## src/design/pesw_pkg.sv

```systemverilog
`timescale 1ns / 1ps
`default_nettype none
package pesw_pkg;
	typedef enum logic [1:0] {
		FUNC_BEGIN_REGION = 2'd0,
		FUNC_BEGIN_POLY   = 2'd1,
		FUNC_VERTEX       = 2'd2,
		FUNC_CLOSE        = 2'd3
	} func_t;

	localparam int unsigned FRAC_BITS = 16;
	localparam int unsigned YW = 23;
	localparam int unsigned XW = 32;

	// One edge handed from the front part to the walker.
	typedef struct packed {
		logic signed [XW-1:0] x1;
		logic [YW-1:0]        y1;
		logic signed [XW-1:0] x2;
		logic [YW-1:0]        y2;
		logic [15:0]          tag;
	} edge_t;

	typedef enum logic [2:0] {
		WK_IDLE,
		WK_DIV,
		WK_FMUL,
		WK_EMIT
	} wk_state_t;
endpackage
`default_nettype wire

```

## src/design/pesw_front.sv

```systemverilog
`timescale 1ns / 1ps
`default_nettype none
module pesw_front import pesw_pkg::*; #(
	parameter int unsigned TILE_ROWS = 64
) (
	input  wire logic                 clk,
	input  wire logic                 arst_n,
	input  wire logic                 push,
	output logic                      full,
	input  wire logic [1:0]           func,
	input  wire logic signed [XW-1:0] vertex_x,
	input  wire logic [YW-1:0]        vertex_y,
	output logic                      edge_valid,
	output edge_t                     edge_word,
	input  wire logic                 edge_ready
);
	localparam logic [YW-1:0] YLIM = YW'(TILE_ROWS) << FRAC_BITS;

	logic signed [XW-1:0] first_x_q, prev_x_q;
	logic [YW-1:0]        first_y_q, prev_y_q;
	logic                 have_first_q;
	logic [15:0]          counter_q;
	logic                 valid_q;
	edge_t                edge_q;
	logic [YW-1:0]        vy;
	logic                 accept;
	logic [15:0]          counter_inc;

	assign vy = (vertex_y > YLIM) ? YLIM : vertex_y;
	assign full = valid_q;
	assign accept = push && !valid_q;
	assign edge_valid = valid_q;
	assign edge_word = edge_q;
	assign counter_inc = (counter_q == 16'hffff) ? 16'd1 : counter_q + 16'd1;

	always_ff @(posedge clk or negedge arst_n) begin
		if (!arst_n) begin
			first_x_q <= '0;
			first_y_q <= '0;
			prev_x_q <= '0;
			prev_y_q <= '0;
			have_first_q <= 1'b0;
			counter_q <= 16'd1;
			valid_q <= 1'b0;
		end else begin
			if (valid_q && edge_ready)
				valid_q <= 1'b0;
			if (accept) begin
				case (func_t'(func))
					FUNC_BEGIN_REGION: counter_q <= 16'd1;
					FUNC_BEGIN_POLY: have_first_q <= 1'b0;
					FUNC_VERTEX: begin
						if (have_first_q) begin
							valid_q <= 1'b1;
							edge_q <= '{prev_x_q, prev_y_q, vertex_x, vy, counter_q};
						end else begin
							first_x_q <= vertex_x;
							first_y_q <= vy;
						end
						have_first_q <= 1'b1;
						counter_q <= counter_inc;
						prev_x_q <= vertex_x;
						prev_y_q <= vy;
					end
					default: begin
						valid_q <= 1'b1;
						edge_q <= '{first_x_q, first_y_q, prev_x_q, prev_y_q, counter_q};
					end
				endcase
			end
		end
	end
endmodule
`default_nettype wire

```

## src/design/pesw_walker.sv

```systemverilog
`timescale 1ns / 1ps
`default_nettype none
module pesw_walker import pesw_pkg::*; #(
	parameter int unsigned TILE_ROWS = 64
) (
	input  wire logic                 clk,
	input  wire logic                 arst_n,
	input  wire logic                 edge_valid,
	input  edge_t                     edge_word,
	output logic                      edge_ready,
	output logic                      empty,
	input  wire logic                 pop,
	output logic signed [XW-1:0]      cross_x,
	output logic [YW-1:0]             seg_top,
	output logic [YW-1:0]             seg_bottom,
	output logic [15:0]               edge_tag,
	output logic                      last
);
	localparam logic [YW-1:0] ONE = YW'(1) << FRAC_BITS;
	localparam logic [YW-1:0] FMASK = ONE - YW'(1);
	localparam int unsigned NW = $clog2(TILE_ROWS + 1);
	localparam int unsigned DW = 56;

	wk_state_t            state_q, state_d;
	logic signed [XW-1:0] x_q;
	logic [YW-1:0]        y_q, y2_q, yend_q;
	logic [15:0]          tag_q;
	logic [NW-1:0]        n_q;
	logic                 neg_q;
	logic [DW-1:0]        rem_q;
	logic [DW-1:0]        quo_q;
	logic [YW-1:0]        dy_q;
	logic [5:0]           cnt_q;
	logic signed [XW-1:0] slope_q;
	logic                 ov_q;
	logic                 ov_valid_q;
	logic                 take;

	// Output register.
	logic signed [XW-1:0] o_x_q;
	logic [YW-1:0]        o_top_q, o_bot_q;
	logic [15:0]          o_tag_q;
	logic                 o_last_q;

	logic                 swap;
	logic signed [XW-1:0] sx1, sx2;
	logic [YW-1:0]        sy1, sy2;
	logic signed [XW:0]   dx;
	logic [DW-1:0]        rem_sh;
	logic [DW-1:0]        sub;
	logic [XW:0]          qmag;
	logic signed [XW:0]   qsig;
	logic signed [XW-1:0] sat;
	logic [YW-1:0]        yn, row_dist;
	logic [XW-1:0]        smag;
	logic [XW+YW-1:0]     prod;
	logic [XW-1:0]        fm;
	logic                 has_more;
	logic [YW-1:0]        seg_end;
	logic                 emit_ok, is_last;

	assign swap = edge_word.y2 < edge_word.y1;
	assign sx1 = swap ? edge_word.x2 : edge_word.x1;
	assign sy1 = swap ? edge_word.y2 : edge_word.y1;
	assign sx2 = swap ? edge_word.x1 : edge_word.x2;
	assign sy2 = swap ? edge_word.y1 : edge_word.y2;
	assign dx = {sx2[XW-1], sx2} - {sx1[XW-1], sx1};

	// Restoring division, one quotient bit per cycle over 48 bits of |dx|<<16.
	assign rem_sh = {rem_q[DW-2:0], quo_q[47]};
	assign sub = rem_sh - DW'(dy_q);
	assign qmag = quo_q[XW:0];
	assign qsig = neg_q ? -$signed(qmag) : $signed(qmag);
	always_comb begin
		if (ov_q || |quo_q[47:XW+1])
			sat = neg_q ? {1'b1, {(XW-1){1'b0}}} : {1'b0, {(XW-1){1'b1}}};
		else if (!neg_q && qmag[XW])
			sat = {1'b0, {(XW-1){1'b1}}};
		else if (neg_q && qmag[XW])
			sat = {1'b1, {(XW-1){1'b0}}};
		else if (!neg_q && qmag[XW-1])
			sat = {1'b0, {(XW-1){1'b1}}};
		else if (neg_q && qmag[XW-1] && |qmag[XW-2:0])
			sat = {1'b1, {(XW-1){1'b0}}};
		else
			sat = qsig[XW-1:0];
	end

	assign yn = (y_q + ONE) & ~FMASK;
	assign row_dist = yn - y_q;
	assign smag = slope_q[XW-1] ? XW'(-slope_q) : XW'(slope_q);
	assign prod = (XW+YW)'(row_dist) * (XW+YW)'(smag);
	assign fm = slope_q[XW-1] ? XW'(-((prod + (XW+YW)'(FMASK)) >> FRAC_BITS))
		: XW'(prod >> FRAC_BITS);

	// Crossing selection in the emit state.
	always_comb begin
		emit_ok = 1'b0;
		seg_end = y2_q;
		if ((y_q & FMASK) != '0) begin
			emit_ok = 1'b1;
			seg_end = (yn > y2_q) ? y2_q : yn;
		end else if (y_q < yend_q && n_q < NW'(TILE_ROWS)) begin
			emit_ok = 1'b1;
			seg_end = y_q + ONE;
		end else if (y_q < y2_q && n_q < NW'(TILE_ROWS)) begin
			emit_ok = 1'b1;
			seg_end = y2_q;
		end
	end
	// Whether another crossing follows this one.
	logic [YW-1:0] y_next;
	logic [NW-1:0] n_next;
	assign y_next = ((y_q & FMASK) != '0) ? yn : y_q + ONE;
	assign n_next = n_q + NW'(1);
	assign has_more = n_next < NW'(TILE_ROWS) && y_next < y2_q;
	assign is_last = !has_more;

	assign take = !ov_valid_q || pop;
	assign empty = !ov_valid_q;
	assign cross_x = o_x_q;
	assign seg_top = o_top_q;
	assign seg_bottom = o_bot_q;
	assign edge_tag = o_tag_q;
	assign last = o_last_q;
	assign edge_ready = state_q == WK_IDLE;

	always_comb begin
		state_d = state_q;
		case (state_q)
			WK_IDLE: if (edge_valid) state_d = WK_DIV;
			WK_DIV: if (cnt_q == 6'd47) state_d = WK_FMUL;
			WK_FMUL: state_d = WK_EMIT;
			WK_EMIT: if (!emit_ok || (take && is_last)) state_d = WK_IDLE;
			default: state_d = WK_IDLE;
		endcase
	end

	always_ff @(posedge clk or negedge arst_n) begin
		if (!arst_n) begin
			state_q <= WK_IDLE;
			ov_valid_q <= 1'b0;
		end else begin
			state_q <= state_d;
			if (state_q == WK_EMIT && emit_ok && take)
				ov_valid_q <= 1'b1;
			else if (pop && ov_valid_q)
				ov_valid_q <= 1'b0;
		end
	end

	always_ff @(posedge clk) begin
		case (state_q)
			WK_IDLE: begin
				x_q <= sx1;
				y_q <= sy1;
				y2_q <= sy2;
				yend_q <= sy2 & ~FMASK;
				tag_q <= edge_word.tag;
				n_q <= '0;
				neg_q <= dx[XW];
				quo_q <= DW'({dx[XW] ? XW'(-dx) : XW'(dx), 16'd0});
				rem_q <= '0;
				dy_q <= sy2 - sy1;
				cnt_q <= '0;
				ov_q <= 1'b0;
			end
			WK_DIV: begin
				cnt_q <= cnt_q + 6'd1;
				if (sub[DW-1] == 1'b0 && dy_q != '0) begin
					rem_q <= sub;
					quo_q <= {quo_q[DW-2:0], 1'b1};
				end else begin
					rem_q <= rem_sh;
					quo_q <= {quo_q[DW-2:0], 1'b0};
				end
			end
			WK_FMUL: begin
				slope_q <= (dy_q == '0) ? '0 : sat;
			end
			WK_EMIT: begin
				if (emit_ok && take) begin
					o_x_q <= x_q;
					o_top_q <= y_q;
					o_bot_q <= seg_end;
					o_tag_q <= tag_q;
					o_last_q <= is_last;
					n_q <= n_next;
					if ((y_q & FMASK) != '0) begin
						x_q <= x_q + fm;
						y_q <= yn;
					end else begin
						x_q <= x_q + slope_q;
						y_q <= y_q + ONE;
					end
				end
			end
			default: ;
		endcase
	end
endmodule
`default_nettype wire

```

## src/design/polygon_edge_scanline_walker.sv

```systemverilog
`timescale 1ns / 1ps
`default_nettype none
// Polygon edge walker: accepts polygon command words (begin region, begin
// polygon, vertex, close) and for every edge emits one crossing word per
// scanline touched, x in signed 16.16 and y in 7.16 fixed point. A front
// part tracks the vertices and edge tags and hands each edge through a
// one-word queue to the walker, which divides out the slope bit-serially
// (48 quotient bits), registers it saturated, then emits up to TILE_ROWS
// crossing words. Commands that form no edge are handled in the front part
// alone and may overlap the walk of the previous edge.
module polygon_edge_scanline_walker import pesw_pkg::*; #(
	parameter int unsigned TILE_ROWS = 64
) (
	input  wire logic                 clk,
	input  wire logic                 arst_n,
	input  wire logic                 push,
	output logic                      full,
	input  wire logic [1:0]           func,
	input  wire logic signed [31:0]   vertex_x,
	input  wire logic [22:0]          vertex_y,
	output logic                      empty,
	input  wire logic                 pop,
	output logic signed [31:0]        cross_x,
	output logic [22:0]               seg_top,
	output logic [22:0]               seg_bottom,
	output logic [15:0]               edge_tag,
	output logic                      last
);
	logic  edge_valid, edge_ready;
	edge_t edge_word;

	pesw_front #(.TILE_ROWS(TILE_ROWS)) u_front (
		.clk, .arst_n, .push, .full, .func, .vertex_x, .vertex_y,
		.edge_valid, .edge_word, .edge_ready
	);

	pesw_walker #(.TILE_ROWS(TILE_ROWS)) u_walker (
		.clk, .arst_n, .edge_valid, .edge_word, .edge_ready,
		.empty, .pop, .cross_x, .seg_top, .seg_bottom, .edge_tag, .last
	);

	// A crossing word never starts above where it ends.
	assert property (@(posedge clk) disable iff (!arst_n)
		!empty |-> seg_top <= seg_bottom) else $error("segment order");
	// Tags are never zero.
	assert property (@(posedge clk) disable iff (!arst_n)
		!empty |-> edge_tag != 16'd0) else $error("zero tag");
	// A waiting word holds until popped.
	assert property (@(posedge clk) disable iff (!arst_n)
		!empty && !pop |=> !empty && $stable(cross_x)) else $error("word lost");
endmodule
`default_nettype wire

```

## config.mk

```make
export PLATFORM = sky130hd
export DESIGN_NAME = polygon_edge_scanline_walker
export DESIGN_NICKNAME = d
export VERILOG_FILES = /design/src/design/pesw_pkg.sv /design/src/design/pesw_front.sv /design/src/design/pesw_walker.sv /design/src/design/polygon_edge_scanline_walker.sv
export SDC_FILE = /design/constraint.sdc
export NUM_CORES = 2
export LEC_CHECK = 0
export BUFFER_PORTS_ARGS = -buffer_cell sky130_fd_sc_hd__buf_2
export CAP_MARGIN = 20
export CORE_UTILIZATION = 30
export CTS_CLUSTER_SIZE = 12
export DETAILED_ROUTE_END_ITERATION = 8
export PLACE_DENSITY = 0.53
export SYNTH_ARGS = -nofsm -noshare
export SYNTH_HDL_FRONTEND = slang
export SYNTH_SLANG_ARGS = --single-unit
```

## constraint.sdc

```tcl
create_clock -name clk -period 36.2 [get_ports clk]
set_input_delay 1.81 -clock clk [delete_from_list [all_inputs] [get_ports clk]]
set_output_delay 1.81 -clock clk [all_outputs]
set_load 0.01 [all_outputs]
```

======== Yosys cells after proc, flatten, opt, wreduce, memory -nomap -nowiden ========
Index checks and enable logic that the tools add are counted.
word-level totals
  input bits .............................. 61
  output and inout port bits .............. 97
  flip-flop bits (word level) ............. 626
operators by class
  reduce and logical (&&, ||, !) cells .... 44
  $mul .................................... 1
  $lt $le $gt $ge ......................... 8
  multiplexer cells ....................... 49
  equal/unequal tests ..................... 12
  add/sub/neg operators ................... 15
  bitwise operators ....................... 3
operator list
  operator                                        count
  2-to-1 mux 32 bit                               14
  one-hot mux 126 bit (2 select lines)            1
  2-to-1 mux 23 bit                               7
  negator 32 bit                                  4
  2-to-1 mux 126 bit                              1
  one-hot mux 55 bit (2 select lines)             1
  one-hot mux 48 bit (2 select lines)             1
  < comparator 23 bit                             4
  adder 32 bit                                    2
  one-hot mux 32 bit (2 select lines)             1
  subtractor 56 x 23 -> 56 bit                    1
  2-to-1 mux 55 bit                               1
  adder 48 x 16 -> 48 bit, second input constant  1
  multiplier 23 x 32 -> 48 bit                    1
  one-hot mux 23 bit (2 select lines)             1
  nonzero test 23 bit                             2
  subtractor 23 bit                               2
  subtractor 32 x 32 -> 33 bit                    1
  2-to-1 mux 16 bit                               2
  one-hot mux 16 bit (2 select lines)             1
  OR reduction 31 bit                             1
  adder 23 x 17 -> 23 bit, second input constant  1
  > comparator 23 bit                             1
  > comparator 23 bit, second input constant      1
  other kinds (32)                                79

======== Logic depth before layout (Yosys ltp) ========
  word-level depth ........................ 10
  gate-level depth with buffers ........... 54
  depth with buffers taken out ............ 51

======== Modules after synthesis ========
From an unflattened synthesis, not the netlist that was laid out.
unflattened totals
  cells, all modules ...................... 6507
  area total of the unflattened synthesis .. 60707.0 µm²
modules (own cells, without submodules)
  module       cells an instance  times used  area an instance (µm²)
  pesw_walker  5623               1           50114.3
  pesw_front   884                1           10592.7

======== Worst setup path after synthesis ========
Ideal clock, no wire load.
  path type ............................... in2reg
  start ................................... input func[0]
  end ..................................... register u_front.edge_q (netlist bit u_front.edge_word[0]) (enable)
  stages .................................. 7
  data arrival time ....................... 15.515 ns
  setup slack ............................. 19.722 ns
  buffers on the path ..................... 2
  required time ........................... 35.237 ns
  cells stage by stage .................... inv_1 -> ha_1 -> clkbuf_1 -> inv_1 -> clkbuf_1 -> o21ai_0 -> nor4b_1
on the way
  word-level cells in the longest chain between the ends .. 4
  elaborated cells on any way between the ends .. 7
  those cells by class .................... eq/ne: 3; bitwise: 1; reduce/logical: 3
ends and longest elaborated chain
  item                                                              line                                RTL
  start, declared                                                   polygon_edge_scanline_walker.sv:18  input wire logic [1:0] func,
  == test 2 x 1 -> 1 bit / zero test 2 bit (equally long branches)  pesw_front.sv:49                    case (func_t'(func))
  OR reduction 2 bit (no source line)                               --
  NOT 1 bit (no source line)                                        --
  AND reduction 4 bit (no source line) *                            --
  end signal, assigned                                              pesw_front.sv:55                    edge_q <= '{prev_x_q, prev_y_q, vertex_x, vy, counter_q};
  end signal, assigned                                              pesw_front.sv:67                    edge_q <= '{first_x_q, first_y_q, prev_x_q, prev_y_q, counter_q};
  end, declared                                                     pesw_front.sv:24                    edge_t edge_q;
Every way passes the cells marked *; elsewhere a longest branch is shown, timed or not.
A chain may end at the register's enable or synchronous reset.

======== Worst setup path in the final report ========
  start ................................... register u_walker.y_q[16]
  end ..................................... register u_walker.x_q[31], data pin
on the way
  word-level cells in the longest chain between the ends .. 10
ends and longest elaborated chain
  item                                   line                RTL
  start, declared                        pesw_walker.sv:26   logic [YW-1:0] y_q, y2_q, yend_q;
  start signal, assigned                 pesw_walker.sv:156  y_q <= sy1;
  start signal, assigned                 pesw_walker.sv:191  y_q <= yn;
  start signal, assigned                 pesw_walker.sv:194  y_q <= y_q + ONE;
  adder 23 x 17 -> 23 bit                pesw_walker.sv:89   assign yn = (y_q + ONE) & ~FMASK;
  subtractor 23 bit *                    pesw_walker.sv:90   assign row_dist = yn - y_q;
  multiplier 23 x 32 -> 48 bit *         pesw_walker.sv:92   assign prod = (XW+YW)'(row_dist) * (XW+YW)'(smag);
  adder 48 x 16 -> 48 bit                pesw_walker.sv:93   assign fm = slope_q[XW-1] ? XW'(-((prod + (XW+YW)'(FMASK)) >> FRAC_BITS))
  negator 32 bit                         pesw_walker.sv:93
  2-to-1 mux 32 bit *                    pesw_walker.sv:93
  adder 32 bit *                         pesw_walker.sv:190  x_q <= x_q + fm;
  2-to-1 mux 32 bit *                    pesw_walker.sv:189  if ((y_q & FMASK) != '0) begin
  2-to-1 mux 32 bit *                    pesw_walker.sv:182  if (emit_ok && take) begin
  one-hot mux 32 bit (2 select lines) *  pesw_walker.sv:153  case (state_q)
  end signal, assigned                   pesw_walker.sv:190
  end signal, assigned                   pesw_walker.sv:193  x_q <= x_q + slope_q;
  end, declared                          pesw_walker.sv:25   logic signed [XW-1:0] x_q;
Every way passes the cells marked *; elsewhere a longest branch is shown, timed or not. The select of a mux whose other input is x is not followed.

==> summary.md <==
| Metric | Value |
|---|---|
| Gpl congestion | 0.919 |
| Ys flop type | edfxtp_1 |
| Slew HR | 23.3% |
| Post-synth cell types | 122 |
| CP endpoint kind | flip-flop |
| Synth area leader | edfxtp_1 |
| Clock latency on the worst-skew pair | 0.66 ns |
| Ys async rst share | 21.2% |
| Core area | 198000 sq um |
| Synth top area cells | edfxtp_1 (24%), fa_1 (20%), nand2_1 (7.1%) |
| Post-Syn Area per Cell | 9.37 sq um |
| Skew final | 0.0454 ns |
| Share of cells above drive strength 1 | 9.33% |
| CTS tree | built |
| Buffers on Ports | 157 |
| Crit path buf inv count | 1 |
| Critical path's top delay family | adder cells |
| Most common cell after layout, fill and taps aside | nand2_1 |
| Cts bufs inserted | 70 |
| Final #Nets | 7475 |
| Largest stage delay on the critical path | 0.72 ns |
| EDFF count, synth | 487 |
| CP max FO | 14 |
| Root Driver | clkbuf_16 |
| CTS Sinks | 618 |
| Clock Tree Buf Depth | 3 |
| Setup Buffers After CTS | 0 |
| Met1 usage | 24.0% |
| Worst path slowest cell | o21ai_2 |
| Die width | 450 um |
| Synth warn | 0 |
| ANT nets after route | 0 |
| IO Pins | 158 |
| Minimum clock period | 13.99 ns |
| # DRC | 0 |
| Final setup fails | 0 |
| Global-route wire length before repair | 283000 um |
| Status | finished, final reports clean |
| H-tree levels | 3 |
| CP required | 36.59 ns |
| Rows | 163 |
| Post_cts resized | 0 |
| Most frequent cells in the layout | nand2_1 (1129), inv_1 (762), fa_1 (611), edfxtp_1 (487), nor2_1 (378) |
| Met2 GRT Util | 30.6% |
| GRT Residual Overflow | 0 |
| Die Area | 202000 sq um |
| Vias in the first global route | 47200 |
| Cts hold-fix bufs | 0 |
| Gr usage total | 18.0% |
| Final max-slew violation count | 0 |
| Final Hold Fails | 0 |
| Cell Area, Synth | 60100 sq um |
| Final wirelength | 181000 um |
| Worst-path clk slew | 0.06 ns |
| Hold Crit Class | reg2reg |
| Mapped Cells | 6410 |
| First-pass iteration count of the detailed router | 6 |
| Placed cell area | 64300 sq um |
| Period Utilization, post-route | 38.7% |
| Register area share after synthesis | 29.8% |
| Utilization of the core after routing | 33.6% |
| Critical path arrival | 14.39 ns |
| Design area | 66700 sq um |
| Startpoint types | flip-flop |
| Kind of critical path | reg2reg |
| Drt initial violations | 2937 |
| Total number of vias | 45700 |
| Area grow syn2layout | 10.9% |
| Yosys top cell area share | 24.3% |
| Unrepaired setup endpoints after global routing | no |
| Initial antenna violation count | 16 |
| Max-cap violations | 0 |
| Initial Utilization | 30.3% |
| GRT Max-Usage Layer | met2 |
| Die height | 450 um |
| Vias per std cell | 4.98 |
| #FFs+latches synth | 618 |
| Largest net degree at the start of global routing | 132 |
| Sum of negative setup slack | 0 ns |
| Met3 usage | 1.99% |
| Worst slew pin tran | 1.15 ns |
| DP HPWL | 139000 um |
| Max Freq | 71.5 MHz |
| Wire per inst | 19.7 um |
path summary, 6_finish.rpt:
check                                          start                     to  slack, ns  cells after the start
min in group asynchronous                     arst_n  u_front.first_x_q[24]       1.06                      1
worst max register to register      u_walker.y_q[16]       u_walker.x_q[31]      22.21                     46
max in group asynchronous                     arst_n  u_front.first_y_q[22]      33.34                      3
worst min-delay path            u_front.edge_word[6]      u_walker.tag_q[6]       0.42                      0
worst min register to register  u_front.edge_word[6]      u_walker.tag_q[6]       0.42                      0
worst max-delay path                u_walker.y_q[16]       u_walker.x_q[31]      22.21                     46
Yosys cell counts, types with 65 or more instances:
master	count
a21oi_1	234
and2_1	114
clkbuf_1	227
dfrtp_1	130
edfxtp_1	487
fa_1	611
ha_1	321
inv_1	763
mux2_2	113
nand2_1	1131
nand2b_1	86
nand3_1	70
nor2_1	382
nor2b_1	124
nor3_1	100
o21ai_0	328
or3_1	65
xnor2_1	239
xor2_1	117
layer usage:
layer	routed length, um	vias up
met3	9190	269
li1	-	21500
met2	87300	1222
met5	80	-
met4	4750	12
met1	80000	22800
stage by stage:
step	hold WS (ns)	setup slack, ns	cells
floorplan	0.400	19.72	6423
global placement	0.402	22.50	9048
detailed placement	0.405	22.35	9048
CTS	0.419	22.26	9178
global route	0.419	21.23	9182
finish	0.417	22.21	9184
cell families after synthesis:
family | Yosys count | synth area share (%)
XOR/XNOR | 358 | 5.24
adder cells (fa/ha/maj) | 939 | 27.2
other | 1 | 0.00624
AND/OR/NAND/NOR | 2304 | 17.7
flip-flops | 618 | 29.8
buffers and inverters | 1029 | 6.51
AO/OA/AOI/OAI | 1001 | 10.7
multiplexers | 160 | 2.90
final cells by class:
cell class | instances | area, sq um
clock buffers | 101 | 1950
inverters | 765 | 2870
well taps | 2640 | 3300
diodes | 4 | 10.0
multi-input cells | 4776 | 38800
flip-flops and latches | 618 | 17900
fillers | 20400 | 132000
clock inverters | 29 | 342
repair buffers | 251 | 1520
flip-flops by register name (all words and copies together), names as in the netlist, 2 cells and up:
signal               cells
u_front.edge_word      126
u_walker.rem_q          55
u_walker.quo_q          48
u_front.first_x_q       32
u_front.prev_x_q        32
u_walker.cross_x        32
u_walker.slope_q        32
u_walker.x_q            32
u_front.first_y_q       23
u_front.prev_y_q        23
u_walker.dy_q           23
u_walker.seg_bottom     23
u_walker.seg_top        23
u_walker.y2_q           23
u_walker.y_q            23
u_front.counter_q       16
u_walker.edge_tag       16
u_walker.tag_q          16
u_walker.n_q             7
u_walker.cnt_q           6
u_walker.state_q         2
Power is not shown: default switching activity piles up to over one toggle a cycle in this logic, so the estimate is an artifact.
